## config.mk

```make
export PLATFORM = sky130hd
export DESIGN_NAME = hill_cipher_mod37_encrypt_unit
export DESIGN_NICKNAME = d
export VERILOG_FILES = /design/src/rtl/hcm_pkg.sv /design/src/rtl/hcm_key_ram.sv /design/src/rtl/hcm_mac.sv /design/src/rtl/hill_cipher_mod37_encrypt_unit.sv
export VERILOG_INCLUDE_DIRS = /design/src /design/src/rtl
export SDC_FILE = /design/constraint.sdc
export NUM_CORES = 2
export LEC_CHECK = 0
export ABC_AREA = 1
export BUFFER_PORTS_ARGS = -buffer_cell sky130_fd_sc_hd__buf_2
export CAP_MARGIN = 20
export CORE_ASPECT_RATIO = 1.5
export CORE_MARGIN = 8
export CORE_UTILIZATION = 45
export DETAILED_ROUTE_END_ITERATION = 7
export GPL_TIMING_DRIVEN = 0
export PLACE_DENSITY = 0.6
export SYNTH_ARGS = -nofsm -noshare
export SYNTH_HDL_FRONTEND = slang
export SYNTH_SLANG_ARGS = --single-unit
```

## constraint.sdc

```tcl
create_clock -name clk -period 5.25 [get_ports clk]
set_input_delay 0.2625 -clock clk [delete_from_list [all_inputs] [get_ports clk]]
set_output_delay 0.2625 -clock clk [all_outputs]
set_load 0.01 [all_outputs]
```

## src/rtl/hill_cipher_mod37_encrypt_unit_defines.svh

```systemverilog
// Assertion macros shared by the Hill cipher encryptor RTL.
`ifndef HILL_CIPHER_MOD37_ENCRYPT_UNIT_DEFINES_SVH
`define HILL_CIPHER_MOD37_ENCRYPT_UNIT_DEFINES_SVH

// Same-cycle implication, sampled on clk and switched off while rst_n is low.
`define HCM_ASSERT_IMPL(label, ante, cons) \
  label: assert property (@(posedge clk) disable iff (!rst_n) (ante) |-> (cons)) \
    else $error("hcm: same-cycle check failed");

// Next-cycle implication, sampled on clk and switched off while rst_n is low.
`define HCM_ASSERT_NEXT(label, ante, cons) \
  label: assert property (@(posedge clk) disable iff (!rst_n) (ante) |=> (cons)) \
    else $error("hcm: next-cycle check failed");

`endif

```

## src/rtl/hcm_pkg.sv

```systemverilog
// Types, constants and symbol mapping functions of the Hill cipher encryptor.
package hcm_pkg;

  localparam int unsigned MAX_BLOCK   = 15;
  localparam int unsigned IDX_W       = 4;
  localparam int unsigned SYM_W       = 6;
  localparam int unsigned CHAR_W      = 8;
  localparam int unsigned KEY_DEPTH   = MAX_BLOCK * MAX_BLOCK;
  localparam int unsigned KEY_ADDR_W  = 8;
  localparam int unsigned ACC_W       = 16;
  localparam int unsigned PROD_W      = 32;
  localparam int unsigned RECIP       = 56679;  // floor(2^21 / 37)
  localparam int unsigned RECIP_SHIFT = 21;
  localparam int unsigned QUOT_W      = PROD_W - RECIP_SHIFT;

  localparam logic [SYM_W-1:0]  SYM_COUNT = 6'd37;
  localparam logic [SYM_W-1:0]  SYM_SPACE = 6'd36;
  localparam logic [SYM_W-1:0]  SYM_DIGIT = 6'd26;

  localparam logic [CHAR_W-1:0] CHAR_A     = 8'h41;
  localparam logic [CHAR_W-1:0] CHAR_Z     = 8'h5A;
  localparam logic [CHAR_W-1:0] CHAR_0     = 8'h30;
  localparam logic [CHAR_W-1:0] CHAR_9     = 8'h39;
  localparam logic [CHAR_W-1:0] CHAR_SPACE = 8'h20;

  localparam logic OP_KEY  = 1'b0;
  localparam logic OP_CHAR = 1'b1;

  typedef enum logic [2:0] {
    S_IDLE,
    S_FETCH,
    S_LAST,
    S_SCALE,
    S_EMIT
  } state_t;

  // Controls for the shared multiply-accumulate unit.
  typedef struct packed {
    logic clear;
    logic accum;
    logic scale;
  } mac_ctl_t;

  function automatic logic [SYM_W-1:0] to_symbol(input logic [CHAR_W-1:0] c);
    logic [CHAR_W-1:0] d;
    logic [SYM_W-1:0]  s;
    s = '0;
    if (c >= CHAR_A && c <= CHAR_Z) begin
      d = c - CHAR_A;
      s = d[SYM_W-1:0];
    end else if (c >= CHAR_0 && c <= CHAR_9) begin
      d = c - CHAR_0;
      s = d[SYM_W-1:0] + SYM_DIGIT;
    end else if (c == CHAR_SPACE) begin
      s = SYM_SPACE;
    end
    return s;
  endfunction

  function automatic logic [CHAR_W-1:0] to_ascii(input logic [SYM_W-1:0] s);
    logic [CHAR_W-1:0] c;
    if (s < SYM_DIGIT) begin
      c = CHAR_A + {2'b00, s};
    end else if (s < SYM_SPACE) begin
      c = CHAR_0 + {2'b00, s - SYM_DIGIT};
    end else begin
      c = CHAR_SPACE;
    end
    return c;
  endfunction

  // Row-major address of a key entry: row * 15 + col.
  function automatic logic [KEY_ADDR_W-1:0] key_addr(input logic [IDX_W-1:0] row,
                                                     input logic [IDX_W-1:0] col);
    logic [KEY_ADDR_W-1:0] a;
    a = {row, 4'b0000} - {4'b0000, row} + {4'b0000, col};
    return a;
  endfunction

endpackage

```

## src/rtl/hcm_key_ram.sv

```systemverilog
// Key matrix storage: one write port, one registered read port.
module hcm_key_ram (
  input  logic                          clk,
  input  logic                          wr_en,
  input  logic [hcm_pkg::KEY_ADDR_W-1:0] wr_addr,
  input  logic [hcm_pkg::SYM_W-1:0]      wr_data,
  input  logic [hcm_pkg::KEY_ADDR_W-1:0] rd_addr,
  output logic [hcm_pkg::SYM_W-1:0]      rd_data
);
  import hcm_pkg::*;

  logic [SYM_W-1:0] mem [KEY_DEPTH];
  logic [SYM_W-1:0] rd_data_r;

  always_ff @(posedge clk) begin
    if (wr_en) begin
      mem[wr_addr] <= wr_data;
    end
    rd_data_r <= mem[rd_addr];
  end

  assign rd_data = rd_data_r;

endmodule

```

## src/rtl/hcm_mac.sv

```systemverilog
// Shared multiply-accumulate unit with reciprocal-based reduction mod 37.
module hcm_mac (
  input  logic                     clk,
  input  hcm_pkg::mac_ctl_t        ctl,
  input  logic [hcm_pkg::SYM_W-1:0] key_data,
  input  logic [hcm_pkg::SYM_W-1:0] sym_data,
  output logic [hcm_pkg::SYM_W-1:0] residue
);
  import hcm_pkg::*;

  logic [ACC_W-1:0]    acc_r, acc_nxt;
  logic [PROD_W-1:0]   prod_r;
  logic [2*SYM_W-1:0]  term;
  logic [QUOT_W-1:0]   quot;
  logic [ACC_W-1:0]    quot_x37;
  logic [ACC_W-1:0]    diff;

  assign term = key_data * sym_data;

  always_comb begin
    acc_nxt = acc_r;
    if (ctl.clear) begin
      acc_nxt = '0;
    end else if (ctl.accum) begin
      acc_nxt = acc_r + ACC_W'(term);
    end
  end

  always_ff @(posedge clk) begin
    acc_r <= acc_nxt;
    if (ctl.scale) begin
      prod_r <= PROD_W'(acc_r) * PROD_W'(RECIP);
    end
  end

  // The estimated quotient is exact or one short, so one subtract corrects it.
  assign quot     = prod_r[PROD_W-1:RECIP_SHIFT];
  assign quot_x37 = ACC_W'(quot) * ACC_W'(SYM_COUNT);
  assign diff     = acc_r - quot_x37;
  assign residue  = (diff >= ACC_W'(SYM_COUNT)) ? SYM_W'(diff - ACC_W'(SYM_COUNT))
                                                 : diff[SYM_W-1:0];

endmodule

```

## src/rtl/hill_cipher_mod37_encrypt_unit.sv

```systemverilog
// Top level of the Hill cipher encryptor over the 37-symbol alphabet.
// Input channel (in_valid / in_stall): each transfer is either a key entry
// (opcode 0) written to row key_row, column key_col, or a plaintext byte
// (opcode 1). Key transfers give no output. A plaintext
// byte is mapped to its symbol and buffered; once n symbols are held, or on
// end_of_message (the rest of the block padded with spaces), the block is
// encrypted and n ciphertext bytes leave on the output channel, the final
// one of a message flagged by out_last_of_message.
// Rate: one multiply-accumulate unit works through the key matrix one entry
// per cycle while fetching. Each ciphertext byte takes n products, a drain
// step for the registered key read, one scaling multiply, and one reduction
// and load, which waits while the output stalls. in_stall is high until the
// last byte of the block is loaded into the output register.
// Output channel (out_valid / out_stall): results sit in an output register;
// while the receiver stalls, the unit holds its next byte and waits.
// Configuration: cfg_wr_en writes cfg_wr_data as the block size n (0 acts
// as 1); write it only while the unit is idle.
// Reset (rst_n low, synchronous) empties the block buffer, drops any pending
// output and sets n to 1. Key entries are undefined until loaded.
`include "hill_cipher_mod37_encrypt_unit_defines.svh"

module hill_cipher_mod37_encrypt_unit (
  input  logic                       clk,
  input  logic                       rst_n,
  input  logic                       cfg_wr_en,
  input  logic [hcm_pkg::IDX_W-1:0]  cfg_wr_data,
  input  logic                       in_valid,
  output logic                       in_stall,
  input  logic                       in_opcode,
  input  logic [hcm_pkg::IDX_W-1:0]  in_key_row,
  input  logic [hcm_pkg::IDX_W-1:0]  in_key_col,
  input  logic [hcm_pkg::SYM_W-1:0]  in_key_value,
  input  logic [hcm_pkg::CHAR_W-1:0] in_char_code,
  input  logic                       in_end_of_message,
  output logic                       out_valid,
  input  logic                       out_stall,
  output logic [hcm_pkg::CHAR_W-1:0] out_cipher_char,
  output logic                       out_last_of_message
);
  import hcm_pkg::*;

  state_t           state_r, state_nxt;
  logic [IDX_W-1:0] block_size_r;
  logic [IDX_W-1:0] row_r, row_nxt;
  logic [IDX_W-1:0] col_r, col_nxt;
  logic [IDX_W-1:0] fill_r, fill_nxt;
  logic             pad_r, pad_nxt;
  logic             last_r, last_nxt;
  logic             out_valid_r, out_valid_nxt;
  logic [CHAR_W-1:0] out_char_r;
  logic             out_last_r;

  logic [SYM_W-1:0] buf_r [MAX_BLOCK];
  logic [SYM_W-1:0] sym_d_r;
  logic [SYM_W-1:0] sym_sel;

  logic [IDX_W-1:0] n_act;
  logic [IDX_W-1:0] fill_inc;
  logic             in_xfer;
  logic             out_xfer;
  logic             out_load;
  logic             key_we;
  logic [SYM_W-1:0] key_rd_data;
  logic [SYM_W-1:0] residue;
  mac_ctl_t         mac_ctl;

  assign n_act    = (block_size_r == '0) ? IDX_W'(1) : block_size_r;
  assign in_stall = (state_r != S_IDLE);
  assign in_xfer  = in_valid && !in_stall;
  assign out_xfer = out_valid_r && !out_stall;

  // The fill count saturates at 15 instead of wrapping to zero.
  assign fill_inc = (fill_r == IDX_W'(MAX_BLOCK)) ? IDX_W'(MAX_BLOCK) : fill_r + 1'b1;

  // Symbols past the fill point of a padded block read as spaces.
  assign sym_sel = (pad_r && col_r >= fill_r) ? SYM_SPACE : buf_r[col_r];

  assign key_we = in_xfer && (in_opcode == OP_KEY)
                  && (in_key_row < IDX_W'(MAX_BLOCK)) && (in_key_col < IDX_W'(MAX_BLOCK));

  hcm_key_ram u_key_ram (
    .clk     (clk),
    .wr_en   (key_we),
    .wr_addr (key_addr(in_key_row, in_key_col)),
    .wr_data (in_key_value),
    .rd_addr (key_addr(row_r, col_r)),
    .rd_data (key_rd_data)
  );

  hcm_mac u_mac (
    .clk      (clk),
    .ctl      (mac_ctl),
    .key_data (key_rd_data),
    .sym_data (sym_d_r),
    .residue  (residue)
  );

  // Sequencer: walks rows and columns of the key matrix for one block.
  always_comb begin
    state_nxt = state_r;
    row_nxt   = row_r;
    col_nxt   = col_r;
    fill_nxt  = fill_r;
    pad_nxt   = pad_r;
    last_nxt  = last_r;
    mac_ctl   = '0;
    out_load  = 1'b0;
    unique case (state_r)
      S_IDLE: begin
        if (in_xfer && in_opcode == OP_CHAR) begin
          fill_nxt = fill_inc;
          if (fill_inc >= n_act || in_end_of_message) begin
            state_nxt     = S_FETCH;
            row_nxt       = '0;
            col_nxt       = '0;
            pad_nxt       = (fill_inc < n_act);
            last_nxt      = in_end_of_message;
            mac_ctl.clear = 1'b1;
          end
        end
      end
      S_FETCH: begin
        // Read data of the previous column arrives now.
        mac_ctl.accum = (col_r != '0);
        if (col_r == n_act - 1'b1) begin
          state_nxt = S_LAST;
        end else begin
          col_nxt = col_r + 1'b1;
        end
      end
      S_LAST: begin
        mac_ctl.accum = 1'b1;
        state_nxt     = S_SCALE;
      end
      S_SCALE: begin
        mac_ctl.scale = 1'b1;
        state_nxt     = S_EMIT;
      end
      S_EMIT: begin
        if (!out_valid_r || !out_stall) begin
          out_load = 1'b1;
          if (row_r == n_act - 1'b1) begin
            state_nxt = S_IDLE;
            fill_nxt  = '0;
          end else begin
            state_nxt     = S_FETCH;
            row_nxt       = row_r + 1'b1;
            col_nxt       = '0;
            mac_ctl.clear = 1'b1;
          end
        end
      end
      default: begin
        state_nxt = S_IDLE;
      end
    endcase
  end

  always_comb begin
    out_valid_nxt = out_valid_r;
    if (out_load) begin
      out_valid_nxt = 1'b1;
    end else if (out_xfer) begin
      out_valid_nxt = 1'b0;
    end
  end

  always_ff @(posedge clk) begin
    if (!rst_n) begin
      state_r      <= S_IDLE;
      block_size_r <= IDX_W'(1);
      row_r        <= '0;
      col_r        <= '0;
      fill_r       <= '0;
      pad_r        <= 1'b0;
      last_r       <= 1'b0;
      out_valid_r  <= 1'b0;
    end else begin
      state_r     <= state_nxt;
      row_r       <= row_nxt;
      col_r       <= col_nxt;
      fill_r      <= fill_nxt;
      pad_r       <= pad_nxt;
      last_r      <= last_nxt;
      out_valid_r <= out_valid_nxt;
      if (cfg_wr_en) begin
        block_size_r <= cfg_wr_data;
      end
    end
  end

  // Payload registers: block buffer, delayed symbol, output byte and its last flag.
  always_ff @(posedge clk) begin
    if (in_xfer && in_opcode == OP_CHAR && fill_r < IDX_W'(MAX_BLOCK)) begin
      buf_r[fill_r] <= to_symbol(in_char_code);
    end
    sym_d_r <= sym_sel;
    if (out_load) begin
      out_char_r <= to_ascii(residue);
      out_last_r <= last_r && (row_r == n_act - 1'b1);
    end
  end

  assign out_valid           = out_valid_r;
  assign out_cipher_char     = out_char_r;
  assign out_last_of_message = out_last_r;

  `HCM_ASSERT_IMPL(a_fetch_in_range, state_r == S_FETCH, (col_r < n_act) && (row_r < n_act))
  `HCM_ASSERT_IMPL(a_residue_range, out_load, residue < SYM_COUNT)
  `HCM_ASSERT_IMPL(a_out_from_emit, $rose(out_valid_r), $past(state_r) == S_EMIT)
  `HCM_ASSERT_NEXT(a_last_only_final, out_load && (row_r != n_act - 1'b1), !out_last_r)

endmodule
```

==> impl_summary.txt <==
----------------------------------------------------
[Logic synthesis]
  Average size of a mapped cell ... roughly 11 um2
  Arithmetic-cell share of the synthesized area counting full adders, half adders and majority gates ... under 10%
  Number of unique standard cell types used by synthesis ... between 60 and 70
  Cell types occupying the most area after synthesis ... edfxtp_1, nor2_1, o21ai_0
  Fraction of registers with async set or reset after synthesis ... 0%
  Number of instances in the synthesized netlist ... slightly above 6,000
  Count of flip-flops with a built-in enable after synthesis ... around 1,500
  Seq/Total Area, Yosys ... roughly 64%
  Most frequently used flop master after synthesis ... edfxtp_1
  Synthesis-stage register bit count ... 1,510
  Yosys top cell area share ... approximately 62%
  Xor and xnor area share after synthesis ... less than 1%
  Number of synthesis warnings ... 0
  Synthesized net count ... about 6,600
  Post-synth top cells ... edfxtp_1, nor2_1, o21ai_0
  Multiplexer share of the synthesized area ... 0%
  Share of the synthesized area in compound gates (AO/OA/AOI/OAI) ... a little over a tenth
  Cell taking the most area after synthesis ... edfxtp_1
  Dominant cell by count in the synthesized netlist ... edfxtp_1
  Dominant combinational cell family by area after synthesis ... simple AND/OR/NAND/NOR gates
  Cell area after synthesis ... between 70,000 and 80,000 um2
  Simple-gate share of the synthesized area ... about an eighth

[Route]
  DR WL/cell ... about 34 um
  WL final ... between 200 and 300 mm
  Detailed-route vias per instance ... about 6.1
  First-pass DRT Iterations ... 8
  Number of remaining DRC errors ... 0
  Violation count after the first detailed-routing iteration ... between 6,000 and 7,000
  Post-route ant nets ... 0
  Total number of vias ... between 50,000 and 60,000

[Pwr]
  Largest voltage drop on the vdd net ... 0.678 mV
  Leak pwr ... 28.9 nW
  Power per standard cell area ... about 490 nW/um2
  Power after layout ... 39.7 mW

[Worst setup path]
  CP max-delay cell ... fa_1
  First element of the critical path ... u_mac.acc_r[6]$_SDFFE_PP0P_
  Cell repeated most along the worst path ... fa_1
  CP Capture Type ... flip-flop
  CP delay by family, top ... adder cells
  Signal arrival time at the worst endpoint ... 5.94 ns
  WP data required ... slightly below 6 ns
  Maximum fanout along the worst path ... 5
  Count of buffering cells on the critical path with inverters included ... 5
  Cell Chain, Critical Path ... buf_6 > fa_1 > fa_1 > inv_1 > fa_1 > fa_1 > fa_1 > inv_1 > fa_1 > ha_4 > nand2_2 > nor2_2 > inv_2 > nor3_2 > a21boi_2 > o21ai_2 > o211ai_1 > buf_4 > a21oi_4 > o21bai_1 > xor2_1
  Highest cell delay on the worst timing path ... roughly 0.55 ns
  Start of the worst register-to-register path ... u_mac.acc_r[6]$_SDFFE_PP0P_
  Class of the most critical setup path ... flip-flop to flip-flop
  Critical path startpoint category ... flip-flop

[STA]
  Setup TNS after final layout ... -0.220 ns
  Hold violation count in the final report ... 0
  Post-Route Skew ... between 0.02 and 0.03 ns
  RSZ-0062 raised after global routing ... true
  Share of the clock period used by the worst path ... 103%
  Highest attainable clock frequency ... approximately 190 MHz
  Setup slack of the critical path after layout ... -0.139 ns
  Max-slew violation count ... 0
  Headroom to the max-slew limit ... ~15%
  Shortest period the worst path allows ... approximately 5.4 ns
  Total of endpoints with negative setup slack in the final report ... 3
  Worst slew pin tran ... between 1 and 1.5 ns

[Floorplan]
  Number of I/O pins ... 44
  Starting Density ... a little under half
  Floorplan die area ... about 170,000 um2
  Core footprint ... about 160,000 um2
  Vertical die dimension ... roughly 500 um
  Floorplan die width ... 339 um
  Site row count ... 178

[Hold path]
  Worst min-delay path category ... input pin to flip-flop
  Hold path startpoint ... in_char_code[7]

[Status]
  Failing checks ... negative setup slack
  Run status ... finished, violations left

[Global routing]
  Pin count of the biggest net entering global routing ... 136
  Total gr overflow ... 0
  Number of antenna violations at the first check in global routing ... 26
  Global-route usage over all layers ... 33.8%
  First-pass GRT wire length ... approximately 400 mm
  Via count of the first global-routing pass ... approximately 52,000

[Run]
  Max-Cap Viols ... 0

[CTS]
  Clock-pin slew on the worst setup and hold paths ... ~0.070 ns
  Number of clock buffers inserted by TritonCTS ... 147
  H-Tree Level Count ... 4
  Max Root-Sink Buffers ... 3
  Clock sink count ... 1,510
  Worst-Skew Late Latency ... 0.84 ns
  Root Driver ... clkbuf_16
  CTS tree ... built

[Placed design]
  Port bufs ... 43
  Placer congestion estimate ... 1.10
  Setup slack after placement ... -1.22 ns
  Placement-stage cell area ... 74,000 um2
  Total half-perimeter wirelength after legalization and detailed placement ... between 200 and 250 mm

[Layout]
  Summed area of non-filler cells in the final layout ... slightly above 80,000 um2
  Number of nets in the final layout ... 6,936
  Area growth from synthesis to final layout ... 14.4%
  FILL cells ... around 14,000
  Share of the core filled with cells in the final layout ... about half
  Ratio of cells with drive above 1 in the final layout ... between 10% and 20%

----------------------------------------------------
[cells by family (layout without fill, tap and decap cells)]
| family | Yosys count | in the layout |
|---|---|---|
| other | 1 | 20 |
| DFF | 1510 | 1510 |
| and+or+nand+nor | 2086 | 2086 |
| AOI/OAI and AO/OA | 1326 | 1326 |
| xor gates and xnor gates | 57 | 57 |
| buffers and inverters | 806 | 1270 |
| adders and majority gates | 386 | 386 |
[state kept, by name, summed over array words and instances, names as in the netlist, 4 cells and up]
signal and flops:
out_cipher_char 8, col_r 4, u_key_ram.rd_data 6, sym_d_r 6
u_mac.acc_r 16, buf_r 90, u_key_ram.mem 1350, row_r 4
block_size_r 4, fill_r 4, u_mac.prod_r 11
[routing by layer]
metal / GRT usage (%) / wire (um)
met5: 0 / 29
met3: 8.51 / 26900
met1: 35.8 / 94000
met2: 55.3 / 138000
met4: 31.3 / 34200
[cells in the final DEF, fill, tap and decap left out, types with 11 or more instances in the layout]
| master | instances |
|---|---|
| a21oi_1 | 83 |
| a21oi_2 | 14 |
| a221oi_1 | 13 |
| a31oi_1 | 24 |
| buf_2 | 160 |
| buf_4 | 72 |
| buf_6 | 21 |
| buf_8 | 34 |
| clkbuf_1 | 201 |
| clkbuf_16 | 150 |
| clkbuf_2 | 32 |
| clkinv_1 | 36 |
| clkinv_2 | 19 |
| dfxtp_1 | 35 |
| dfxtp_4 | 14 |
| diode_2 | 19 |
| dlygate4sd3_1 | 25 |
| edfxtp_1 | 1460 |
| fa_1 | 154 |
| ha_1 | 201 |
| ha_4 | 23 |
| inv_1 | 429 |
| inv_2 | 22 |
| nand2_1 | 695 |
| nand2_2 | 26 |
| nand3_1 | 250 |
| nand4_1 | 18 |
| nor2_1 | 1014 |
| nor2_2 | 13 |
| nor3_1 | 11 |
| o211ai_1 | 34 |
| o21ai_0 | 739 |
| o21ai_1 | 16 |
| o22ai_1 | 339 |
| or2_2 | 11 |
| xnor2_1 | 20 |
| xor2_1 | 28 |
[metrics by stage]
step           cells  hold slack [ns]
5_1_grt         8709            0.106
2_1_floorplan   6172            0.361
6_report        8725           0.0715
3_5_place_dp    8324            0.461
4_1_cts         8649           0.0528
3_3_place_gp    8285            0.454
[worst paths after layout]
kind,end,slack (ns),cells past startpoint
worst min register to register,pad_r$_SDFFE_PN0P_,0.47,2
worst max-delay path,u_mac.prod_r[29]$_DFFE_PP_,-0.14,21
worst min-delay path,buf_r[12][0]$_DFFE_PP_,0.07,4
worst max register to register,u_mac.prod_r[29]$_DFFE_PP_,-0.14,21
[layout make-up]
type / count / area [um2] / share of cell area (%)
antenna: 19 / 47.5 / 0.0590
buffer: 343 / 1510 / 1.87
inverter: 461 / 1760 / 2.18
clock inverter: 90 / 872 / 1.08
tap: 2070 / 2590 / 3.21
timing repair buffer: 198 / 1990 / 2.47
clock buffer: 178 / 3870 / 4.80
sequential: 1510 / 44900 / 55.7
multi-input combinational: 3856 / 23100 / 28.6
[power by group]
part	total, mW	internal (mW)	switching [mW]	leakage, nW
clock network	10.7	5.81	4.85	2.29
registers	13.6	13.4	0.200	13.6
logic	15.4	5.72	9.69	13.0
total	39.7	24.9	14.7	28.9
[worst register-to-register path: cells and delay by family, from the launching register on]
family / cells / cell delay (ns)
AO/OA/AOI/OAI: 5 / 0.61
adder cells (fa/ha/maj): 7 / 3.26
flip-flops: 1 / 0.44
XOR/XNOR: 1 / 0.09
buffers and inverters: 5 / 0.50
AND/OR/NAND/NOR: 3 / 0.25
[what timing repair did]
item	in CTS	in global routing
pin swaps	17	26
hold buffers	25	0
buffers inserted	33	37
endpoints found under the hold margin	283	0
gates resized for setup	112	106
setup endpoints to repair	17	19
(Power assumes the default switching activity.)
